<file path="src/design/ggpc_pkg.sv">
`timescale 1ns / 1ps

package ggpc_pkg;

   // defaults for the top-level parameters
   localparam int FRAC_BITS_DEF     = 12;
   localparam int CORDIC_STAGES_DEF = 16;

   // CORDIC internals: guard bits on the error vector, Q2.30 angles
   localparam int GUARD    = 8;
   localparam int ANG_BITS = 30;

   // field widths
   localparam int POS_W   = 18;
   localparam int HD_W    = 15;
   localparam int GAIN_W  = 16;
   localparam int LIMIT_W = 17;
   localparam int FWD_W   = 17;
   localparam int TURN_W  = 16;

   // datapath widths
   localparam int XY_W   = 30;  // error vector with guard bits and CORDIC growth
   localparam int Z_W    = 34;  // accumulated angle, Q2.30 plus headroom
   localparam int INV_W  = 30;
   localparam int DIST_W = 21;

   // stream and register port widths
   localparam int REQ_W  = 56;
   localparam int RSP_W  = 40;
   localparam int CSR_AW = 4;
   localparam int CSR_DW = 32;

   localparam logic signed [Z_W-1:0] HALF_PI_Q30  = 34'sd1686629713;
   localparam logic [INV_W-1:0]      INV_GAIN_Q30 = 30'd652032874;

   typedef enum logic [1:0] {
      REG_GOAL_X      = 2'd0,
      REG_GOAL_Y      = 2'd1,
      REG_GAIN        = 2'd2,
      REG_SPEED_LIMIT = 2'd3
   } ggpc_reg_type;

   // payload handed from cell to cell
   typedef struct packed {
      logic [XY_W-1:0] x;
      logic [XY_W-1:0] y;
      logic [Z_W-1:0]  z;
      logic [HD_W-1:0] hd;
   } ggpc_vec_type;

   // atan(2^-i) in Q2.30; beyond the table the angle is 2^-i itself
   function automatic logic signed [Z_W-1:0] atan_entry(input int idx);
      logic signed [Z_W-1:0] one;
      logic signed [Z_W-1:0] res;
      one = 1;
      case (idx)
         0: res = 34'sd843314857;
         1: res = 34'sd497837829;
         2: res = 34'sd263043837;
         3: res = 34'sd133525159;
         4: res = 34'sd67021687;
         5: res = 34'sd33543516;
         6: res = 34'sd16775851;
         7: res = 34'sd8388437;
         8: res = 34'sd4194283;
         9: res = 34'sd2097149;
         default: res = one <<< (ANG_BITS - idx);
      endcase
      return res;
   endfunction

endpackage

</file>
<file path="src/design/ggpc_cell.sv">
`timescale 1ns / 1ps

module ggpc_cell #(
   parameter int STAGE = 0
) (
   input  logic                   clock,
   input  logic                   reset,
   input  logic                   in_valid,
   output logic                   in_ready,
   input  ggpc_pkg::ggpc_vec_type in_data,
   output logic                   out_valid,
   input  logic                   out_ready,
   output ggpc_pkg::ggpc_vec_type out_data
);
   import ggpc_pkg::*;

   localparam logic signed [Z_W-1:0] ANG = atan_entry(STAGE);

   logic                   vld_ff, vld_in;
   ggpc_vec_type           data_ff, data_in;
   logic signed [XY_W-1:0] xv, yv, xs, ys;
   logic signed [Z_W-1:0]  zv;

   assign in_ready  = !vld_ff || out_ready;
   assign out_valid = vld_ff;
   assign out_data  = data_ff;

   // one micro-rotation toward the x axis
   always_comb begin
      xv = $signed(in_data.x);
      yv = $signed(in_data.y);
      zv = $signed(in_data.z);
      xs = xv >>> STAGE;
      ys = yv >>> STAGE;
      data_in.hd = in_data.hd;
      if (yv > 0) begin
         data_in.x = xv + ys;
         data_in.y = yv - xs;
         data_in.z = zv + ANG;
      end else begin
         data_in.x = xv - ys;
         data_in.y = yv + xs;
         data_in.z = zv - ANG;
      end
      vld_in = in_ready ? in_valid : vld_ff;
   end

   always_ff @(posedge clock) begin
      if (reset) begin
         vld_ff <= 1'b0;
      end else begin
         vld_ff <= vld_in;
      end
   end

   always_ff @(posedge clock) begin
      if (in_ready) begin
         data_ff <= data_in;
      end
   end

endmodule

</file>
<file path="config.mk">
export PLATFORM = sky130hd
export DESIGN_NAME = ggpc_cell
export DESIGN_NICKNAME = d
export VERILOG_FILES = /design/src/design/ggpc_pkg.sv /design/src/design/ggpc_cell.sv
export SDC_FILE = /design/constraint.sdc
export NUM_CORES = 1
export LEC_CHECK = 0
export CAP_MARGIN = 20
export CORE_UTILIZATION = 60
export CTS_CLUSTER_DIAMETER = 30
export DETAILED_ROUTE_END_ITERATION = 10
export DONT_BUFFER_PORTS = 1
export PLACE_DENSITY = 0.76
export SYNTH_ARGS = -nofsm -noshare
export SYNTH_HDL_FRONTEND = slang
export SYNTH_SLANG_ARGS = --single-unit
</file>
<file path="constraint.sdc">
create_clock -name clock -period 8.2 [get_ports clock]
set_input_delay 1.64 -clock clock [delete_from_list [all_inputs] [get_ports clock]]
set_output_delay 1.64 -clock clock [all_outputs]
set_load 0.05 [all_outputs]
</file>
==> out/results.txt <==
FF+latch count, synth - 109
first-pass GRT wire length - 39300 µm
Final #Nets - 1274
f_max - 169 MHz
Rows - 45
share of cells above drive strength 1 - 0.0384
Hold WC Path Type - flop to flop
Final Max Slew Viols - 0
sw power - 0.000960 W
CTS tree - done
Main synth FF type - edfxtp_1
fin crit period - 5920 ps
Synth Instances - 1063
Leakage Power - 4.29 nW
Hold Buf Count CTS - 0
DP HPWL - 20200 µm
1st-iter DRT viols - 915
Num CTS Buffers - 9
Final Skew - 9.36 ps
Seq/Total Area, Yosys - 0.339
Post-Syn Area - 0.00963 mm²
Avg Cell Area, Syn - 9.06 µm²
H-tree levels - 3
final wirelength - 25400 µm
Top Ports - 224
number of flops mapped to enable cells by yosys - 108
TritonRoute pass-1 iters - 6
GP Congestion - 0.963
fin crit share - 0.722
Power Density - 215 mW/mm²
critical path's slowest cell - nor4_1
Cell Int Power - 0.00121 W
DR vias/cell - 6.35
clock latency on the worst-skew pair - 350 ps
Reg clk slew, reported paths - 80 ps
# Post-CTS Setup Buffers - 0
FFs w/ async S/R, synth - 0
Final Hold Viols - 0
initial antenna violation count - 1
post-synth cell types - 73
port bufs - 0
Final Core Density - 0.653
Sum Neg Setup Slack - 0 ps
via count - 7978
Critical Path End Type - flop
syn_nets - 1299
average wire per cell in the routed design - 20.3 µm
die area - 0.0166 mm²
clk root buf - clkbuf_16
Sw Ratio - 0.443
ordered list of cells on the worst path - nor4_1, nand4_1, nor2_1, or2_2, inv_2, buf_4, ha_1, o21ai_0, nor2_1, o311ai_1, a31o_2, o31a_1, o21a_1, o21ai_1, nand3_1, a21oi_1, xnor2_1
core footprint - 0.0154 mm²
Final Setup Violations - 0
clock power share - 0.204
RSZ-0062 raised after global routing - no
worst-margin pin slew - 939 ps
number of global-route vias before repair - 7262
share of the synthesized area in the top cell type - 0.337
dominant cell type by count on the critical path - nor2_1
largest net degree at the start of global routing - 78
clock net sink count - 109
GRT Util Overall - 0.307
Initial Utilization - 0.624
Filler cells - 1303
Die Wd - 129 µm
post-CTS sizing - 0
Die Y - 129 µm
total congestion overflow - 0
Hold Worst Slack - 1320 ps
Arr. time, crit path - 6020 ps
synth warn - 0
Crit Path Class - input pin to flop
CTS Buffer Depth - 2
Peak VDD IR - 0.0000975 V
Post-route DRC - 0
CP peak stage delay - 760 ps
worst rel slew slack - 0.374
Max FO, Critical Path - 49
Comb pwr share - 0.242
Reg power frac - 0.554
outcome - finished clean
Maximum Capacitance Violations - 0
area growth from synthesis to layout - 4.58%
worst endpoint required time - 8300 ps
Yosys top cell by area - edfxtp_1
startpoint types - input pin
antenna-violating nets left - 0
synth top area cells - edfxtp_1 34%, ha_1 15%, a21oi_1 6.1%
## logic make-up (layout without fill, tap and decap cells)
group	count (synthesis)	after routing	synth area share
AOI/OAI and AO/OA	341	341	0.228
and+or+nand+nor	252	252	0.124
buffers and inverters	142	122	0.0571
adders and majority gates	123	123	0.163
DFF	109	109	0.339
xor gates and xnor gates	86	86	0.0782
muxes	10	10	0.0104
other	0	2	0
## final cells by class
class	instances	area [µm²]	share of cell area
Inverter	103	387	0.0384
Multi-Input combinational cell	812	5830	0.578
Sequential cell	109	3260	0.324
Clock inverter	7	81.3	0.00807
Antenna cell	2	5.00	0.000497
Timing Repair Buffer	3	22.5	0.00224
Clock buffer	9	225	0.0224
Tap cell	211	264	0.0262
## per-stage QoR
stage | setup WS, ps | cell area (µm²) | cells | total power [W]
3_5_place_dp | 2100 | 9760 | 1238 | 0.00172
2_1_floorplan | 1940 | 9630 | 1063 | 0.00159
4_1_cts | 2470 | 10100 | 1254 | 0.00217
5_1_grt | 2050 | 10100 | 1255 | 0.00225
3_3_place_gp | 2180 | 9760 | 1238 | 0.00172
6_report | 2280 | 10100 | 1256 | 0.00217
## path summary, 6_finish.rpt
path	start	end	slack, ps	depth (start not counted)
worst max-delay path	in_data[75]	out_data[48]	2280	17
worst min-delay path	out_valid	out_data[74]	1320	1
worst max register to register	out_valid	out_data[98]	5830	2
worst min register to register	out_valid	out_data[74]	1320	1
## registers in the layout (all words and copies together), names as in the netlist
| name | cells |
|---|---|
| out_data | 108 |
| out_valid | 1 |
## synth_stat cells, types with 13 or more instances
master and instances:
inv_1 98, a21oi_1 118, nor3_1 16, o21ai_0 50, o21a_1 13, o21bai_1 16
xnor2_1 65, nor2_1 102, edfxtp_1 108, clkbuf_1 24, xor2_1 21, nor2b_1 14
nand2_1 44, a21o_1 30, ha_1 119
## cell usage in the layout (no fill, tap or decap), types with 16 or more instances in the layout
| master | synthesis | routed |
|---|---|---|
| o21ai_0 | 50 | 50 |
| xnor2_1 | 65 | 65 |
| nor3_1 | 16 | 16 |
| a21o_1 | 30 | 30 |
| nand2_1 | 44 | 44 |
| a21oi_1 | 118 | 118 |
| inv_1 | 98 | 97 |
| edfxtp_1 | 108 | 108 |
| xor2_1 | 21 | 21 |
| nor2_1 | 102 | 102 |
| o21bai_1 | 16 | 16 |
| ha_1 | 119 | 119 |
## worst max-delay path, delay by kind of cell
family	cells	cell delay (ps)
AOI/OAI and AO/OA	7	1680
and+or+nand+nor	6	1540
buffers and inverters	2	640
adders and majority gates	1	410
xor gates and xnor gates	1	90
## per-layer routing
layer | track usage | part of all wire | vias to the layer above
li1 | - | - | 3796
met1 | 0.423 | 0.43 | 3702
met2 | 0.477 | 0.45 | 418
met3 | 0.0466 | 0.082 | 62
met4 | 0.140 | 0.037 | 0
met5 | 0 | 0 | -
## power by group through the flow
stage | combinational [W] | sequential (W) | clock (W)
final | 0.000524 | 0.00120 | 0.000442
after global routing | 0.000575 | 0.00121 | 0.000465
after CTS | 0.000512 | 0.00120 | 0.000452
after detailed placement | 0.000509 | 0.00122 | 0
after global placement | 0.000504 | 0.00121 | 0
after floorplan | 0.000403 | 0.00119 | 0
Note: power is estimated with default switching activity, not from simulation.
