### config.mk
export PLATFORM = sky130hd
export DESIGN_NAME = ggpc_post
export DESIGN_NICKNAME = d
export VERILOG_FILES = /design/src/design/ggpc_pkg.sv /design/src/design/ggpc_post.sv
export SDC_FILE = /design/constraint.sdc
export NUM_CORES = 2
export LEC_CHECK = 0
export BUFFER_PORTS_ARGS = -buffer_cell sky130_fd_sc_hd__buf_2
export CAP_MARGIN = 10
export CORE_ASPECT_RATIO = 0.6
export CORE_MARGIN = 3
export CORE_UTILIZATION = 55
export DETAILED_ROUTE_END_ITERATION = 8
export PLACE_DENSITY = 0.73
export SLEW_MARGIN = 0
export SYNTH_ARGS = -nofsm -noshare
export SYNTH_HDL_FRONTEND = slang
export SYNTH_SLANG_ARGS = --single-unit
### constraint.sdc
create_clock -name clock -period 10.7 [get_ports clock]
set_input_delay 0.535 -clock clock [delete_from_list [all_inputs] [get_ports clock]]
set_output_delay 0.535 -clock clock [all_outputs]
set_load 0.1 [all_outputs]
### src/design/ggpc_pkg.sv
`timescale 1ns / 1ps

package ggpc_pkg;

   // defaults for the top-level parameters
   localparam int FRAC_BITS_DEF     = 12;
   localparam int CORDIC_STAGES_DEF = 16;

   // CORDIC internals: guard bits on the error vector, Q2.30 angles
   localparam int GUARD    = 8;
   localparam int ANG_BITS = 30;

   // field widths
   localparam int POS_W   = 18;
   localparam int HD_W    = 15;
   localparam int GAIN_W  = 16;
   localparam int LIMIT_W = 17;
   localparam int FWD_W   = 17;
   localparam int TURN_W  = 16;

   // datapath widths
   localparam int XY_W   = 30;  // error vector with guard bits and CORDIC growth
   localparam int Z_W    = 34;  // accumulated angle, Q2.30 plus headroom
   localparam int INV_W  = 30;
   localparam int DIST_W = 21;

   // stream and register port widths
   localparam int REQ_W  = 56;
   localparam int RSP_W  = 40;
   localparam int CSR_AW = 4;
   localparam int CSR_DW = 32;

   localparam logic signed [Z_W-1:0] HALF_PI_Q30  = 34'sd1686629713;
   localparam logic [INV_W-1:0]      INV_GAIN_Q30 = 30'd652032874;

   typedef enum logic [1:0] {
      REG_GOAL_X      = 2'd0,
      REG_GOAL_Y      = 2'd1,
      REG_GAIN        = 2'd2,
      REG_SPEED_LIMIT = 2'd3
   } ggpc_reg_type;

   // payload handed from cell to cell
   typedef struct packed {
      logic [XY_W-1:0] x;
      logic [XY_W-1:0] y;
      logic [Z_W-1:0]  z;
      logic [HD_W-1:0] hd;
   } ggpc_vec_type;

   // atan(2^-i) in Q2.30; beyond the table the angle is 2^-i itself
   function automatic logic signed [Z_W-1:0] atan_entry(input int idx);
      logic signed [Z_W-1:0] one;
      logic signed [Z_W-1:0] res;
      one = 1;
      case (idx)
         0: res = 34'sd843314857;
         1: res = 34'sd497837829;
         2: res = 34'sd263043837;
         3: res = 34'sd133525159;
         4: res = 34'sd67021687;
         5: res = 34'sd33543516;
         6: res = 34'sd16775851;
         7: res = 34'sd8388437;
         8: res = 34'sd4194283;
         9: res = 34'sd2097149;
         default: res = one <<< (ANG_BITS - idx);
      endcase
      return res;
   endfunction

endpackage

### src/design/ggpc_post.sv
`timescale 1ns / 1ps

module ggpc_post #(
   parameter int FRAC_BITS = ggpc_pkg::FRAC_BITS_DEF
) (
   input  logic                        clock,
   input  logic                        reset,
   input  logic                        in_valid,
   output logic                        in_ready,
   input  ggpc_pkg::ggpc_vec_type      in_data,
   input  logic [ggpc_pkg::GAIN_W-1:0]  gain,
   input  logic [ggpc_pkg::LIMIT_W-1:0] speed_limit,
   output logic                        out_valid,
   input  logic                        out_ready,
   output logic [ggpc_pkg::FWD_W-1:0]   forward_speed,
   output logic [ggpc_pkg::TURN_W-1:0]  turn_rate
);
   import ggpc_pkg::*;

   localparam int PROD_W  = XY_W - 1 + INV_W;
   localparam int GPROD_W = GAIN_W + DIST_W;
   localparam int ERR_W   = Z_W + 1;
   localparam int ZSH     = ANG_BITS - FRAC_BITS;
   localparam int DSH     = ANG_BITS + GUARD;
   localparam int THR_DIST = ((1 << FRAC_BITS) + 5) / 10;
   localparam int THR_ANG  = ((1 << (FRAC_BITS + 1)) + 5) / 10;
   localparam logic [DIST_W-1:0]       THR_DIST_V = DIST_W'(THR_DIST);
   localparam logic signed [ERR_W-1:0] THR_ANG_V  = ERR_W'(THR_ANG);
   localparam logic signed [ERR_W-1:0] TURN_MAX   = ERR_W'((1 << (TURN_W - 1)) - 1);
   localparam logic signed [ERR_W-1:0] TURN_MIN   = -ERR_W'(1 << (TURN_W - 1));
   localparam logic [PROD_W-1:0]       DIST_HALF  = PROD_W'(1) << (DSH - 1);
   localparam logic signed [Z_W-1:0]   BEAR_HALF  = Z_W'(1) <<< (ZSH - 1);

   // stage valids and loads
   logic v1_ff, v2_ff, v3_ff, v4_ff;
   logic ld1, ld2, ld3, ld4;

   // stage 1: magnitude scaling product, rounded bearing
   logic [XY_W-2:0]        xc;
   logic [PROD_W-1:0]      prod_ff, prod_in;
   logic signed [Z_W-1:0]  bsum, bear_ff, bear_in;
   logic [HD_W-1:0]        hd1_ff;
   // stage 2: distance and heading error
   logic [PROD_W-1:0]      dsum;
   logic [DIST_W-1:0]      dist_ff, dist_in;
   logic signed [ERR_W-1:0] err_ff, err_in;
   // stage 3: decision and speed product
   logic                   far, steep;
   logic                   drive_ff, drive_in;
   logic [TURN_W-1:0]      turn3_ff, turn3_in;
   logic [GPROD_W-1:0]     gprod_ff, gprod_in;
   // stage 4: output register
   logic [GPROD_W-1:0]     fwd_full;
   logic [FWD_W-1:0]       fwd_ff, fwd_in;
   logic [TURN_W-1:0]      turn_ff;

   assign ld4      = !v4_ff || out_ready;
   assign ld3      = !v3_ff || ld4;
   assign ld2      = !v2_ff || ld3;
   assign ld1      = !v1_ff || ld2;
   assign in_ready = ld1;

   assign out_valid     = v4_ff;
   assign forward_speed = fwd_ff;
   assign turn_rate     = turn_ff;

   always_comb begin
      xc      = in_data.x[XY_W-1] ? '0 : in_data.x[XY_W-2:0];
      prod_in = PROD_W'(xc) * PROD_W'(INV_GAIN_Q30);
      bsum    = $signed(in_data.z) + BEAR_HALF;
      bear_in = bsum >>> ZSH;
   end

   always_comb begin
      dsum    = prod_ff + DIST_HALF;
      dist_in = DIST_W'(dsum >> DSH);
      err_in  = ERR_W'(bear_ff) - ERR_W'($signed(hd1_ff));
   end

   always_comb begin
      far      = dist_ff > THR_DIST_V;
      steep    = (err_ff > THR_ANG_V) || (err_ff < -THR_ANG_V);
      drive_in = far && !steep;
      gprod_in = GPROD_W'(gain) * GPROD_W'(dist_ff);
      if (!(far && steep)) begin
         turn3_in = '0;
      end else if (err_ff > TURN_MAX) begin
         turn3_in = TURN_MAX[TURN_W-1:0];
      end else if (err_ff < TURN_MIN) begin
         turn3_in = TURN_MIN[TURN_W-1:0];
      end else begin
         turn3_in = err_ff[TURN_W-1:0];
      end
   end

   always_comb begin
      fwd_full = gprod_ff >> FRAC_BITS;
      if (!drive_ff) begin
         fwd_in = '0;
      end else if (fwd_full > GPROD_W'(speed_limit)) begin
         fwd_in = speed_limit;
      end else begin
         fwd_in = fwd_full[FWD_W-1:0];
      end
   end

   always_ff @(posedge clock) begin
      if (reset) begin
         v1_ff <= 1'b0;
         v2_ff <= 1'b0;
         v3_ff <= 1'b0;
         v4_ff <= 1'b0;
      end else begin
         if (ld1) v1_ff <= in_valid;
         if (ld2) v2_ff <= v1_ff;
         if (ld3) v3_ff <= v2_ff;
         if (ld4) v4_ff <= v3_ff;
      end
   end

   always_ff @(posedge clock) begin
      if (ld1) begin
         prod_ff <= prod_in;
         bear_ff <= bear_in;
         hd1_ff  <= in_data.hd;
      end
      if (ld2) begin
         dist_ff <= dist_in;
         err_ff  <= err_in;
      end
      if (ld3) begin
         drive_ff <= drive_in;
         turn3_ff <= turn3_in;
         gprod_ff <= gprod_in;
      end
      if (ld4) begin
         fwd_ff  <= fwd_in;
         turn_ff <= turn3_ff;
      end
   end

endmodule

==> impl_metrics.env <==
export IMPL_status="completed"
export IMPL_wl_um=81100
export IMPL_routabilityCongestion=0.996
export IMPL_synth_area_leaders="fa_1, ha_1, edfxtp_1"
export IMPL_ant_nets=0
export IMPL_grt_usage_pct=26.4
export IMPL_numPortBuffers=133
export IMPL_clock_path_buffers=2
export IMPL_use_met3_pct=11.2
export IMPL_r2r_end="gprod_ff[36]"
export IMPL_setup_viol=0
export IMPL_drtIter0Drc=1938
export IMPL_num_antenna_cells=0
export IMPL_rows=69
export IMPL_syn_to_final_growth_pct=6.53
export IMPL_arrival_ps=9440
export IMPL_cts_root_buf="clkbuf_16"
export IMPL_multiInputGateArea_mm2=0.0250
export IMPL_cts_htree_levels=4
export IMPL_cp_required_ps=10960
export IMPL_hold_depth=1
export IMPL_ff2ff_path_depth=19
export IMPL_ys_flop_type="edfxtp_1"
export IMPL_io_pins=181
export IMPL_rsz0062_at_grt="false"
export IMPL_hold_path_class="primary input to flip-flop"
export IMPL_drv_slew=0
export IMPL_cts_resized=0
export IMPL_gr_usage_met2_pct=32.8
export IMPL_synth_top_cell_by_area="fa_1"
export IMPL_ys_seq_area_share_pct=15.0
export IMPL_initial_core_util_pct=56.3
export IMPL_layout_drive_gt1_share_pct=5.97
export IMPL_register_area_mm2=0.00506
export IMPL_synth_edf_count=166
export IMPL_post_drt_wl_per_cell_um=19.2
export IMPL_die_y_um=198
export IMPL_n_fill_cell=5135
export IMPL_synth_commonest_cells="inv_1, fa_1, ha_1, nand2_1, edfxtp_1"
export IMPL_dpl_hpwl_um=70500
export IMPL_route_detailed_drc=0
export IMPL_drv_cap=0
export IMPL_fin_tns_setup_ps=0
export IMPL_critPathLaunchType="primary input"
export IMPL_crit_path_start="in_data[108]"
export IMPL_critPathKind="primary input to flip-flop"
export IMPL_synthArstFlopShare_pct=0
export IMPL_grt_max_degree=44
export IMPL_skew_ps=11.4
export IMPL_slew_headroom_pct=25.9
export IMPL_synthesis_nets=4567
export IMPL_cts_tree="yes"
export IMPL_via_per_inst=5.34
export IMPL_dr_pass1_iters=5
export IMPL_vias=22514
export IMPL_tightest_slew_ps=1110
export IMPL_reg2reg_slack_ps=3350
export IMPL_synth_area_mm2=0.0337
export IMPL_die_w_um=326
export IMPL_avgSynthCellArea_um2=10.3
export IMPL_min_from="in_data[3]"
export IMPL_clock_latency_ps=440
export IMPL_clk_pin_slew_ps=70
export IMPL_ys_seq_elements=170
export IMPL_numClockSinks=170
export IMPL_finalCritPeriodShare_pct=85.8
export IMPL_min_to="hd1_ff[3]"
export IMPL_reg2reg_from="dist_ff[8]"
export IMPL_core_mm2=0.0599
export IMPL_grt_pass1_wl_um=130000
export IMPL_fmax_mhz=109
export IMPL_netlist_instances=3287
export IMPL_antenna_found_initial=0
export IMPL_synth_top_area_share_pct=39.5
export IMPL_cts_setup_buffers=0
export IMPL_ctsHoldBuffers=0
export IMPL_grt_overflow_total=0
export IMPL_cp_max_fo=43
export IMPL_hold_violations=0
export IMPL_yosysMostFrequentCell="inv_1"
export IMPL_min_period_ps=9190
export IMPL_die_area_mm2=0.0644
export IMPL_grt_busiest_layer="met1"
export IMPL_cts_buffers=17
export IMPL_ys_warn_count=0
export IMPL_endpoint_kind="flip-flop"
export IMPL_grt_pass1_vias=23059
export IMPL_final_net_count=4670
export IMPL_grtUsageMet1_pct=42.9
export IMPL_synth_cell_types=61
-- per-stage QoR --
step / utilization, % / hold WS (ps) / instance area [µm²] / worst slack [ps] / cells
after floorplan: - / 400 / 33700 / 2960 / 3287
after global placement: 59.0 / 402 / 35300 / 1340 / 4187
after detailed placement: 59.0 / 405 / 35300 / 1220 / 4187
after CTS: 60.0 / 244 / 35900 / 1650 / 4219
after global routing: 60.0 / 237 / 35900 / 1130 / 4219
final: 60.0 / 264 / 35900 / 1510 / 4219
-- cell type report --
class | count | share of cell area [%]
Multi-Input combinational cell | 2147 | 69.7
Sequential cell | 170 | 14.1
Inverter | 893 | 9.33
Tap cell | 816 | 2.84
Timing Repair Buffer | 161 | 2.44
Clock buffer | 19 | 1.23
Clock inverter | 13 | 0.414
-- routing by layer --
layer	vias to the layer above	part of all wire (%)
li1	10295	-
met1	11150	49
met2	1014	37
met3	53	14
met4	2	0.66
met5	-	0.070
-- worst max path at each step --
stage / cells after the start / end
4_1_cts: 26 / prod_ff[57]
5_1_grt: 26 / prod_ff[55]
3_3_place_gp: 26 / prod_ff[55]
6_report: 26 / prod_ff[55]
3_5_place_dp: 26 / prod_ff[57]
2_1_floorplan: 28 / prod_ff[55]
-- layout by cell type (no fill, tap or decap), types with 72 or more instances in the layout --
master    synthesis  layout
buf_2             1     133
a21oi_1          72      72
and2_1          122     122
ha_1            468     468
fa_1            666     666
inv_1           893     893
edfxtp_1        166     166
nor2_1           73      73
nand2_1         273     271
xnor2_1          77      77
-- registers in the layout (all words and copies together), names as in the netlist, 16 cells and up --
name and cells:
bear_ff 16, dist_ff 21, err_ff 17, forward_speed 17, gprod_ff 25, prod_ff 22
turn3_ff 16, turn_rate 16
-- worst max-delay path, cell delays in order --
cell      delay (ps)
buf_2            600
nand2b_1         450
inv_1            300
ha_1             490
inv_1             90
fa_1             480
fa_1             740
fa_1             470
inv_1             70
fa_1             480
fa_1             550
fa_1             560
inv_1             60
fa_1             500
inv_1             40
ha_1             310
inv_1             50
nor3_1           210
buf_4            170
nand4_1          230
a311oi_1         450
o21ai_0          270
a21oi_1          490
a221o_1          410
a21oi_1          120
o311ai_1         290
-- kinds of logic (layout without fill, tap and decap cells) --
group / count (synthesis) / in the layout / synth area share, %
XOR/XNOR: 109 / 109 / 2.83
AND/OR/NAND/NOR: 643 / 643 / 9.21
buffers and inverters: 970 / 1086 / 10.8
adder cells (fa/ha/maj): 1134 / 1134 / 56.9
flip-flops: 170 / 170 / 15.0
multiplexers: 17 / 17 / 0.504
AO/OA/AOI/OAI: 244 / 244 / 4.77
Power is left out: the tool's default activity adds up to more than one toggle a clock period on the data nets, which glitch-free logic cannot reach.
