==> config.mk <==
export PLATFORM = sky130hd
export DESIGN_NAME = ggpc_front
export DESIGN_NICKNAME = d
export VERILOG_FILES = /design/src/design/ggpc_pkg.sv /design/src/design/ggpc_front.sv
export SDC_FILE = /design/constraint.sdc
export NUM_CORES = 1
export LEC_CHECK = 0
export BUFFER_PORTS_ARGS = -buffer_cell sky130_fd_sc_hd__buf_2
export CAP_MARGIN = 20
export CORE_UTILIZATION = 40
export CTS_BUF_LIST = sky130_fd_sc_hd__clkbuf_2
export CTS_CLUSTER_SIZE = 16
export DETAILED_ROUTE_END_ITERATION = 10
export GPL_ROUTABILITY_DRIVEN = 0
export PLACE_DENSITY = 0.71
export REMOVE_ABC_BUFFERS = 1
export SETUP_SLACK_MARGIN = 0.4
export SLEW_MARGIN = 20
export SYNTH_ARGS = -nofsm -noshare
export SYNTH_HDL_FRONTEND = slang
export SYNTH_SLANG_ARGS = --single-unit
==> constraint.sdc <==
create_clock -name clock -period 5.1 [get_ports clock]
set_input_delay 1.275 -clock clock [delete_from_list [all_inputs] [get_ports clock]]
set_output_delay 1.275 -clock clock [all_outputs]
set_load 0.1 [all_outputs]
==> src/design/ggpc_pkg.sv <==
`timescale 1ns / 1ps

package ggpc_pkg;

   // defaults for the top-level parameters
   localparam int FRAC_BITS_DEF     = 12;
   localparam int CORDIC_STAGES_DEF = 16;

   // CORDIC internals: guard bits on the error vector, Q2.30 angles
   localparam int GUARD    = 8;
   localparam int ANG_BITS = 30;

   // field widths
   localparam int POS_W   = 18;
   localparam int HD_W    = 15;
   localparam int GAIN_W  = 16;
   localparam int LIMIT_W = 17;
   localparam int FWD_W   = 17;
   localparam int TURN_W  = 16;

   // datapath widths
   localparam int XY_W   = 30;  // error vector with guard bits and CORDIC growth
   localparam int Z_W    = 34;  // accumulated angle, Q2.30 plus headroom
   localparam int INV_W  = 30;
   localparam int DIST_W = 21;

   // stream and register port widths
   localparam int REQ_W  = 56;
   localparam int RSP_W  = 40;
   localparam int CSR_AW = 4;
   localparam int CSR_DW = 32;

   localparam logic signed [Z_W-1:0] HALF_PI_Q30  = 34'sd1686629713;
   localparam logic [INV_W-1:0]      INV_GAIN_Q30 = 30'd652032874;

   typedef enum logic [1:0] {
      REG_GOAL_X      = 2'd0,
      REG_GOAL_Y      = 2'd1,
      REG_GAIN        = 2'd2,
      REG_SPEED_LIMIT = 2'd3
   } ggpc_reg_type;

   // payload handed from cell to cell
   typedef struct packed {
      logic [XY_W-1:0] x;
      logic [XY_W-1:0] y;
      logic [Z_W-1:0]  z;
      logic [HD_W-1:0] hd;
   } ggpc_vec_type;

   // atan(2^-i) in Q2.30; beyond the table the angle is 2^-i itself
   function automatic logic signed [Z_W-1:0] atan_entry(input int idx);
      logic signed [Z_W-1:0] one;
      logic signed [Z_W-1:0] res;
      one = 1;
      case (idx)
         0: res = 34'sd843314857;
         1: res = 34'sd497837829;
         2: res = 34'sd263043837;
         3: res = 34'sd133525159;
         4: res = 34'sd67021687;
         5: res = 34'sd33543516;
         6: res = 34'sd16775851;
         7: res = 34'sd8388437;
         8: res = 34'sd4194283;
         9: res = 34'sd2097149;
         default: res = one <<< (ANG_BITS - idx);
      endcase
      return res;
   endfunction

endpackage

==> src/design/ggpc_front.sv <==
`timescale 1ns / 1ps

module ggpc_front (
   input  logic                      clock,
   input  logic                      reset,
   input  logic                      in_valid,
   output logic                      in_ready,
   input  logic [ggpc_pkg::POS_W-1:0] pos_x,
   input  logic [ggpc_pkg::POS_W-1:0] pos_y,
   input  logic [ggpc_pkg::HD_W-1:0]  heading,
   input  logic [ggpc_pkg::POS_W-1:0] goal_x,
   input  logic [ggpc_pkg::POS_W-1:0] goal_y,
   output logic                      out_valid,
   input  logic                      out_ready,
   output ggpc_pkg::ggpc_vec_type    out_data
);
   import ggpc_pkg::*;

   logic                   vld_ff, vld_in;
   ggpc_vec_type           data_ff, data_in;
   logic signed [POS_W:0]  ex, ey;
   logic signed [XY_W-1:0] x0, y0;

   assign in_ready  = !vld_ff || out_ready;
   assign out_valid = vld_ff;
   assign out_data  = data_ff;

   always_comb begin
      ex = (POS_W+1)'($signed(goal_x)) - (POS_W+1)'($signed(pos_x));
      ey = (POS_W+1)'($signed(goal_y)) - (POS_W+1)'($signed(pos_y));
      x0 = XY_W'(ex) <<< GUARD;
      y0 = XY_W'(ey) <<< GUARD;
      data_in.hd = heading;
      // fold the left half plane onto the right one
      if (x0 < 0) begin
         if (y0 >= 0) begin
            data_in.x = y0;
            data_in.y = -x0;
            data_in.z = HALF_PI_Q30;
         end else begin
            data_in.x = -y0;
            data_in.y = x0;
            data_in.z = -HALF_PI_Q30;
         end
      end else begin
         data_in.x = x0;
         data_in.y = y0;
         data_in.z = '0;
      end
      vld_in = in_ready ? in_valid : vld_ff;
   end

   always_ff @(posedge clock) begin
      if (reset) begin
         vld_ff <= 1'b0;
      end else begin
         vld_ff <= vld_in;
      end
   end

   always_ff @(posedge clock) begin
      if (in_ready) begin
         data_ff <= data_in;
      end
   end

endmodule

==> flow_summary.ini, run 1 <==
[outcome]
status = finished clean

[critical_path]
critPathKind = in2reg
start_kind = input port
worstPathMaxFanout = 4
critical_path_required_ns = 5.34
crit_chain = buf_2, ha_1, fa_1, nand2b_1, a211oi_2, a2111oi_4, o41ai_1, xor2_1, or3b_4, o41ai_2, xnor2_1, mux2i_1
crit_slowest_cell = o41ai_1
worstSetupEndpointType = flip-flop
slowest_delay_ns = 0.45
worstPathArrival_ns = 4.42

[yosys]
ys_seq_area_frac = 0.3343
synth-seq-cells = 63
yosys.area.top_type = edfxtp_1
synth_cell_types = 84
netlist.area_leader.share = 0.3307
synthFlopType = edfxtp_1
ys_warn_count = 0
netlist_top_cells_area = edfxtp_1 (33%), ha_1 (8.4%), buf_4 (6.3%), xnor2_1 (5.1%), xor2_1 (3.6%)
async_flop_share = 0
synth-edff-count = 62
synth_area_sq_mm = 0.005629
syn_inst = 614
syn_area_per_cell_sq_um = 9.168

[cells_and_area]
utilization = 0.4863
drive_gt1_frac = 0.3000
area_delta_synth_final_pct = 16.67
antenna_cells = 0
layout.nets = 896

[sta]
fin_skew_ns = 0.02432
worstMarginPinSlew_ns = 0.8135
period_needed_ns = 4.184
fin_ws_ns = 0.9164
finalCritPeriodShare = 0.8203
hold_viol = 0
slew_violations = 0
rsz0062_at_grt = false
slew_headroom = 0.4576
max_clock_freq_ghz = 0.2390
setup_viol = 0

[detailed_routing]
met2_length_microns = 6765
drc = 0
top_layer_used = met4
route.met3.wl_microns = 848
wl_per_cell_microns = 14.48
drt_wl_total_microns = 13700
dr.pass1.iters = 5
wl_met1_microns = 5906
via_count = 4945
viasPerCell = 5.227
drt_iter0_markers = 276
ant_nets = 0

[global_route]
grt_max_degree = 64
grt_pass1_vias = 4545
grt_use_total = 0.1893
grt-ovfl-total = 0
grt_pass1_wl_microns = 21820
antenna_found_initial = 0

[pwr]
power_density_mw_per_mm2 = 444.7
power_mw = 2.921
worst_ir_drop_vdd_mv = 0.3121
cellLeakagePower_nw = 3.125

[floorplan]
die_x_microns = 120.6
start_util = 0.4168
fp.coreArea_sq_mm = 0.01351
die_h_microns = 120.6
placementRows = 42
ios = 202
dieArea_sq_mm = 0.01455

[cts]
post-cts-setup-buffer-count = 0
clkLatencyLatePin_ns = 0.50
numCtsBuffers = 9
cts_hold_buf = 0
cts_max_path_buffers = 2
cts_tree = done
root_buffer = clkbuf_2
htreeDepth = 3
clock-sinks = 63
path_clk_slew_ns = 0.19
cts-resized-gates = 0

[place]
dp_slack_ns = 0.4299
io_buffers = 185
hpwlAfterDp_microns = 10780

[worst_hold_path]
min_path_type = in2reg

[run]
cap_viol_max_count = 0
[worst paths after layout]
kind / startpoint / endpoint / slack, ns / depth (start not counted)
setup reg to reg: out_valid / out_data[13] / 3.65 / 2
setup / recovery: pos_y[0] / out_data[104] / 0.92 / 12
hold / removal: reset / out_valid / 0.90 / 2
hold reg to reg: out_valid / out_data[7] / 1.06 / 2
[cell usage in the layout, fill, tap and decap left out, types with 4 or more instances in the layout]
cell	netlist	final
nor3_1	5	5
clkbuf_2	0	9
xor2_1	23	23
inv_1	51	51
o31ai_1	8	8
nand2_1	50	50
conb_1	1	19
xnor2_1	33	33
a31oi_1	13	13
buf_4	47	5
a211oi_1	5	5
o21ai_0	40	40
and3_1	6	6
nor2_1	43	43
buf_2	7	185
or3_1	4	4
edfxtp_1	62	62
nor2b_1	7	7
nand3_1	10	10
a211o_1	5	5
o41ai_1	4	4
a21oi_1	30	30
mux2i_1	11	11
ha_1	38	38
nand2b_1	11	10
nand4_1	5	5
a21o_1	9	9
[power by group]
group / switching [mW] / internal (mW) / leakage, nW
Sequential: 0.0373 / 0.699 / 0.659
Clock: 0.191 / 0.158 / 0.0730
Combinational: 1.48 / 0.352 / 2.39
[synthesized netlist by cell type, types with 3 or more instances]
library cell  count
nand2b_1         11
a21oi_1          30
nand2_1          50
xor2_1           23
nand3_1          10
and3_1            6
clkbuf_1         12
a211oi_1          5
o21ai_0          40
ha_1             38
nor2b_1           7
a31oi_1          13
nor2_1           43
buf_2             7
xnor2_1          33
or3_1             4
nor3_1            5
nand4_1           5
inv_1            51
mux2i_1          11
a211o_1           5
o21a_1            3
o41ai_1           4
buf_4            47
o31ai_1           8
a21o_1            9
edfxtp_1         62
[routing by layer]
layer  up-vias  GRT usage
li1       2436          -
met1      2285     0.2293
met2       208     0.3369
met3        16    0.03491
met4         0    0.06096
met5         -          0
[stage by stage]
step | setup TNS [ns] | hold slack, ns | std cells | cell area [sq um]
2_1_floorplan | -216.06 | 1.344 | 564 | 5249
3_3_place_gp | 0 | 1.029 | 930 | 6435
3_5_place_dp | 0 | 1.056 | 930 | 6435
4_1_cts | 0 | 0.8072 | 946 | 6568
5_1_grt | 0 | 0.8315 | 946 | 6568
6_report | 0 | 0.8956 | 946 | 6568
[layout make-up]
| type | count | area (sq um) |
|---|---|---|
| fillers | 1330 | 6938 |
| multi-input cells | 449 | 3174 |
| flip-flops and latches | 63 | 1882 |
| inverters | 52 | 195.2 |
| clock buffers | 9 | 45.04 |
| well taps | 176 | 220.2 |
| repair buffers | 190 | 963.4 |
| clock inverters | 7 | 87.58 |
[registers in the layout (all words and copies together), names as in the netlist]
signal,flops
out_valid,1
out_data,62
[logic make-up (layout without fill, tap and decap cells)]
logic type      Yosys count  in the layout  share of synthesized area
compound gates          156            156                     0.1994
xor+xnor                 58             58                    0.09291
fa+ha+maj                40             40                    0.09158
buf+inv                 120            258                     0.1142
flops                    63             63                     0.3343
mux                      11             11                    0.01956
other cells               1             19                  0.0006662
simple gates            165            165                     0.1474
[worst max-delay path, delay by kind of cell]
kind,cells,cell delay (ns)
buffers and inverters,1,0.10
multiplexers,1,0.10
AO/OA/AOI/OAI,4,1.36
AND/OR/NAND/NOR,2,0.64
adder cells (fa/ha/maj),2,0.62
XOR/XNOR,2,0.33
Power figures use the tool's default switching activity.
==> run 2, diff against run 1 <==
Settings changed: ABC_AREA from default to 1, PLACE_DENSITY 0.71 to 0.7.
Clock period 5.1 ns to 4 ns, I/O delays scaled along.
==> flow_summary.ini, run 2 <==
[cts]
path_clk_slew_ns = 0.17
root_buffer = clkbuf_2
htreeDepth = 3
cts-resized-gates = 0
cts_hold_buf = 0
post-cts-setup-buffer-count = 0
numCtsBuffers = 9
clock-sinks = 63
cts_tree = done
clkLatencyLatePin_ns = 0.47
cts_max_path_buffers = 2

[outcome]
status = complete, but fails checks
violations = DRC

[sta]
slew_headroom = 0.4786
fin_setup_tns_ns = 0
fin_skew_ns = 0.01425
fin_hold_ws_ns = 0.6548
rsz0062_at_grt = false
worstMarginPinSlew_ns = 0.7821
max_clock_freq_ghz = 0.3112
hold_viol = 0
slew_violations = 0
finalCritPeriodShare = 0.8032
period_needed_ns = 3.213
setup_viol = 0

[cells_and_area]
layout.nets = 1182
antenna_cells = 0
final_cell_mix = nand2_1 (294), buf_2 (185), inv_1 (151), nand3_1 (80), edfxtp_1 (62)
final_area_sq_mm = 0.006970
drive_gt1_frac = 0.2150
area_delta_synth_final_pct = 14.70
num-fill-cells = 1542
fin_cells = 1240
largest_register_ffs = 62
final_common_cell = nand2_1

[critical_path]
critPathKind = in2reg
r2r_setup_slack_ns = 2.58
start_kind = input port
crit_path_start = pos_x[0]
crit_slowest_cell = fa_1
rr_worst_depth = 2
r2r-end = out_data[57]
worstSetupEndpointType = flip-flop
worstPathMaxFanout = 4
critical_path_required_ns = 4.25
r2r_start = out_valid
crit_chain = buf_2, ha_1, inv_1, fa_1, inv_1, ha_1, inv_1, nor2_1, nand3_1, nor2_1, nand3_1, nor2_1, nand4_1, nand2_1, nand2_1, nand3_1, nand2_1
timing.critical_path.to = out_data[73]
worstPathArrival_ns = 3.46
slowest_delay_ns = 0.47

[floorplan]
start_util = 0.4134
die_h_microns = 125.3
dieArea_sq_mm = 0.01569
placementRows = 44
ios = 202
fp.coreArea_sq_mm = 0.01470
die_x_microns = 125.3

[yosys]
synth_area_sq_mm = 0.006077
yosys.area.top_type = edfxtp_1
ys_seq_area_frac = 0.3097
synthTopCellsByCount = nand2_1 (295), inv_1 (151), nand3_1 (80)
synth_most_common_cell = nand2_1
synth-seq-cells = 63
netlist.area_leader.share = 0.3064
synth_cell_types = 38
netlist_top_cells_area = edfxtp_1 (31%), nand2_1 (18%), inv_1 (9.3%), ha_1 (7.8%), nand3_1 (6.6%)
synthFlopType = edfxtp_1
syn_area_per_cell_sq_um = 6.805
async_flop_share = 0
syn_inst = 893
synth-edff-count = 62
ys_warn_count = 0

[detailed_routing]
ant_nets = 0
drc = 21
dr.pass1.iters = 8
via_count = 5930
drt_iter0_markers = 486
drt_wl_total_microns = 15030
viasPerCell = 4.782
wl_per_cell_microns = 12.12

[pwr]
clkPwrFrac = 0.077
seqPwrFrac = 0.240
worst_ir_drop_vdd_mv = 0.4415
cellLeakagePower_nw = 3.979
power_density_mw_per_mm2 = 586.0
switchingPower_mw = 2.640
comb_power_share = 0.683
p_int_mw = 1.445
power_mw = 4.085
sw_frac_of_total = 0.6463

[worst_hold_path]
min_path_type = in2reg

[place]
hpwlAfterDp_microns = 12460
place_area_sq_mm = 0.006883
io_buffers = 185
place_inst = 1224

[global_route]
antenna_found_initial = 0
grt-ovfl-total = 0
grt_max_degree = 64
grt_use_total = 0.1907
grt_pass1_vias = 5204
grt_pass1_wl_microns = 24150

[run]
cap_viol_max_count = 0
==> run 2: cell count changes after synthesis, moves of 13 or more <==
cell | previous run | this run
nand4_1 | 5 | 21
xnor2_1 | 33 | 3
a31oi_1 | 13 | 0
nand3_1 | 10 | 80
inv_1 | 51 | 151
nand2_1 | 50 | 295
o21ai_0 | 40 | 15
==> run 2: through the flow <==
step | worst slack, ns | util
3_5_place_dp | 0.3145 | 0.4683
3_3_place_gp | 0.3614 | 0.4683
4_1_cts | 0.8678 | 0.4742
2_1_floorplan | -8.198 | -
5_1_grt | 0.4780 | 0.4742
6_report | 0.7871 | 0.4742
==> run 2: layout make-up <==
cell class | count | area, sq um | share of cell area
multi-input cells | 630 | 3222 | 0.4622
flip-flops and latches | 63 | 1882 | 0.2700
repair buffers | 189 | 955.9 | 0.1371
inverters | 158 | 593.1 | 0.08508
well taps | 184 | 230.2 | 0.03303
clock buffers | 10 | 50.05 | 0.007180
clock inverters | 6 | 37.54 | 0.005385
==> run 2: critical path: cells and delay by family <==
kind	cells	cell delay, ns
simple gates	10	1.16
buf+inv	4	0.43
fa+ha+maj	3	0.85
==> run 2: routing by layer <==
layer	vias up	part of all wire	global-route usage	wire, microns
met5	-	0	0	0
met4	0	0.014	0.04519	217
met2	234	0.45	0.3227	6723
li1	3092	-	-	-
met3	14	0.071	0.03038	1065
met1	2590	0.47	0.2546	7021
==> run 2: kinds of logic after synthesis <==
family | synth area share
muxes | 0.001647
buffers and inverters | 0.1717
DFF | 0.3097
and+or+nand+nor | 0.3370
adders and majority gates | 0.08483
xor gates and xnor gates | 0.03335
other | 0.0006171
AOI/OAI and AO/OA | 0.06115
==> run 2: worst min-delay path by stage <==
| stage | cells past startpoint | end | slack, ns | startpoint |
|---|---|---|---|---|
| after global routing | 1 | out_data[10] | 0.60 | heading[10] |
| after detailed placement | 3 | out_valid | 1.02 | out_valid |
| after floorplan | 1 | out_valid | 1.07 | reset |
| after CTS | 2 | out_valid | 0.61 | reset |
| after global placement | 3 | out_valid | 1.01 | out_valid |
| final | 2 | out_valid | 0.65 | reset |
==> run 2: power groups by stage <==
stage,Combinational [mW],Sequential (mW),Clock (mW)
after CTS,2.79,0.986,0.331
after global routing,2.93,0.998,0.353
final,2.79,0.982,0.313
after global placement,2.77,0.998,0
after detailed placement,2.78,1.00,0
after floorplan,0.714,2.57,0
==> run 3, diff against run 2 <==
Settings changed: ABC_AREA 1 to 0, PLACE_DENSITY 0.7 to 0.73.
Clock period 4 ns to 2.9 ns, I/O delays scaled along.
==> flow_summary.ini, run 3 (synthesis gave the netlist of run 1 again) <==
[global_route]
antenna_found_initial = 0
grt-ovfl-total = 0
grt_pass1_vias = 5663
grt_pass1_wl_microns = 27550
grt_max_degree = 64
grt_use_total = 0.2414

[cells_and_area]
antenna_cells = 0
fin_cells = 1134
drive_gt1_frac = 0.5397
final_common_cell = buf_2
final_cell_mix = buf_2 (182), buf_4 (161), edfxtp_1 (62), inv_1 (44), nand2_1 (37)
largest_register_ffs = 62
final_area_sq_mm = 0.008926
layout.nets = 1084
area_delta_synth_final_pct = 58.57
utilization = 0.6609

[critical_path]
timing.critical_path.buf_inv = 4
critPathKind = in2reg
crit_family = compound AO/OA/AOI/OAI gates
start_kind = input port
critical_path_required_ns = 3.32
worstPathArrival_ns = 3.68
worstPathMaxFanout = 4
crit_slowest_cell = a222oi_1
slowest_delay_ns = 0.45
crit_chain = buf_6, inv_4, ha_4, inv_4, fa_2, a21o_1, a22o_1, o41a_1, xnor2_1, buf_4, nand2_1, nor3b_2, nand2_1, a222oi_1, o311a_1
worstSetupEndpointType = flip-flop

[detailed_routing]
drt_iter0_markers = 334
ant_nets = 0
viasPerCell = 5.220
drt_wl_total_microns = 18210
wl_per_cell_microns = 16.06
dr.pass1.iters = 7
via_count = 5919
drc = 0

[pwr]
power_density_mw_per_mm2 = 682.2
worst_ir_drop_vdd_mv = 0.5461
p_int_mw = 2.640
sw_frac_of_total = 0.5665
switchingPower_mw = 3.450
seqPwrFrac = 0.213
comb_power_share = 0.696
clkPwrFrac = 0.091
cellLeakagePower_nw = 4.302
power_mw = 6.089

[place]
place_inst = 1082
hpwlAfterDp_microns = 11950
dp_slack_ns = -1.018
io_buffers = 185
place_area_sq_mm = 0.007614

[floorplan]
placementRows = 42
die_x_microns = 120.6
die_h_microns = 120.6
fp.coreArea_sq_mm = 0.01351
ios = 202
start_util = 0.4168
dieArea_sq_mm = 0.01455

[outcome]
status = complete, but fails checks
violations = setup timing

[cts]
numCtsBuffers = 9
htreeDepth = 3
cts_max_path_buffers = 2
root_buffer = clkbuf_2
cts_hold_buf = 0
clock-sinks = 63
cts_tree = done
path_clk_slew_ns = 0.21
clkLatencyLatePin_ns = 0.55

[run]
cap_viol_max_count = 0

[sta]
fin_setup_tns_ns = -5.163
hold_viol = 0
fin_hold_ws_ns = 0.3196
slew_violations = 0
slew_headroom = 0.4503
finalCritPeriodShare = 1.124
fin_ws_ns = -0.3594
worstMarginPinSlew_ns = 0.8245
fin_skew_ns = 0.02977
rsz0062_at_grt = true
setup_viol = 36
period_needed_ns = 3.259
max_clock_freq_ghz = 0.3068

[worst_hold_path]
min_path_type = in2reg
run 3: changes by cell type in the layout (fill, tap and decap cells not counted), sizes merged, moves of 32 or more:
cell	before	now
inv	158	51
xnor2	3	35
nand3	81	10
buf	189	378
nand2	297	50
run 3: worst paths after layout:
kind         startpoint      endpoint  slack, ns  cells after the start
max reg2reg   out_valid  out_data[65]       1.44                      2
min               reset     out_valid       0.32                      2
max           goal_x[0]  out_data[74]      -0.36                     15
min reg2reg   out_valid  out_data[15]       1.05                      2
run 3: layout make-up:
class	count	area, sq um
fillers	1033	4579
multi-input cells	449	3820
repair buffers	378	2684
flip-flops and latches	63	1882
well taps	176	220.2
inverters	52	211.5
clock inverters	7	63.81
clock buffers	9	45.04
run 3: per-layer routing:
| layer | vias to the layer above | routed length [microns] | track usage |
|---|---|---|---|
| li1 | 2825 | - | - |
| met1 | 2760 | 6903 | 0.2793 |
| met2 | 278 | 9250 | 0.4497 |
| met4 | 0 | 743 | 0.07716 |
| met5 | - | 0 | 0 |
| met3 | 56 | 1314 | 0.03915 |
run 3: what timing repair did:
| item | 4_1_cts | 5_1_grt |
|---|---|---|
| pin swaps | 50 | 30 |
| gates cloned | 6 | 0 |
| endpoints found under the setup margin | 44 | 44 |
| setup buffers | 22 | 8 |
| gates resized for setup | 141 | 53 |
run 3: power groups by stage:
| stage | logic (mW) | clock network, mW | registers, mW |
|---|---|---|---|
| 2_1_floorplan | 0.956 | 0 | 3.06 |
| 3_3_place_gp | 3.58 | 0 | 1.32 |
| 3_5_place_dp | 3.61 | 0 | 1.31 |
| 4_1_cts | 4.00 | 0.553 | 1.30 |
| 5_1_grt | 4.40 | 0.588 | 1.32 |
| 6_report | 4.24 | 0.553 | 1.30 |
run 3: worst reg2reg max path, cell delays in order, from the launching register on:
cell and delay [ns]:
dfxtp_1 0.35, nand2b_2 0.08, buf_4 0.64
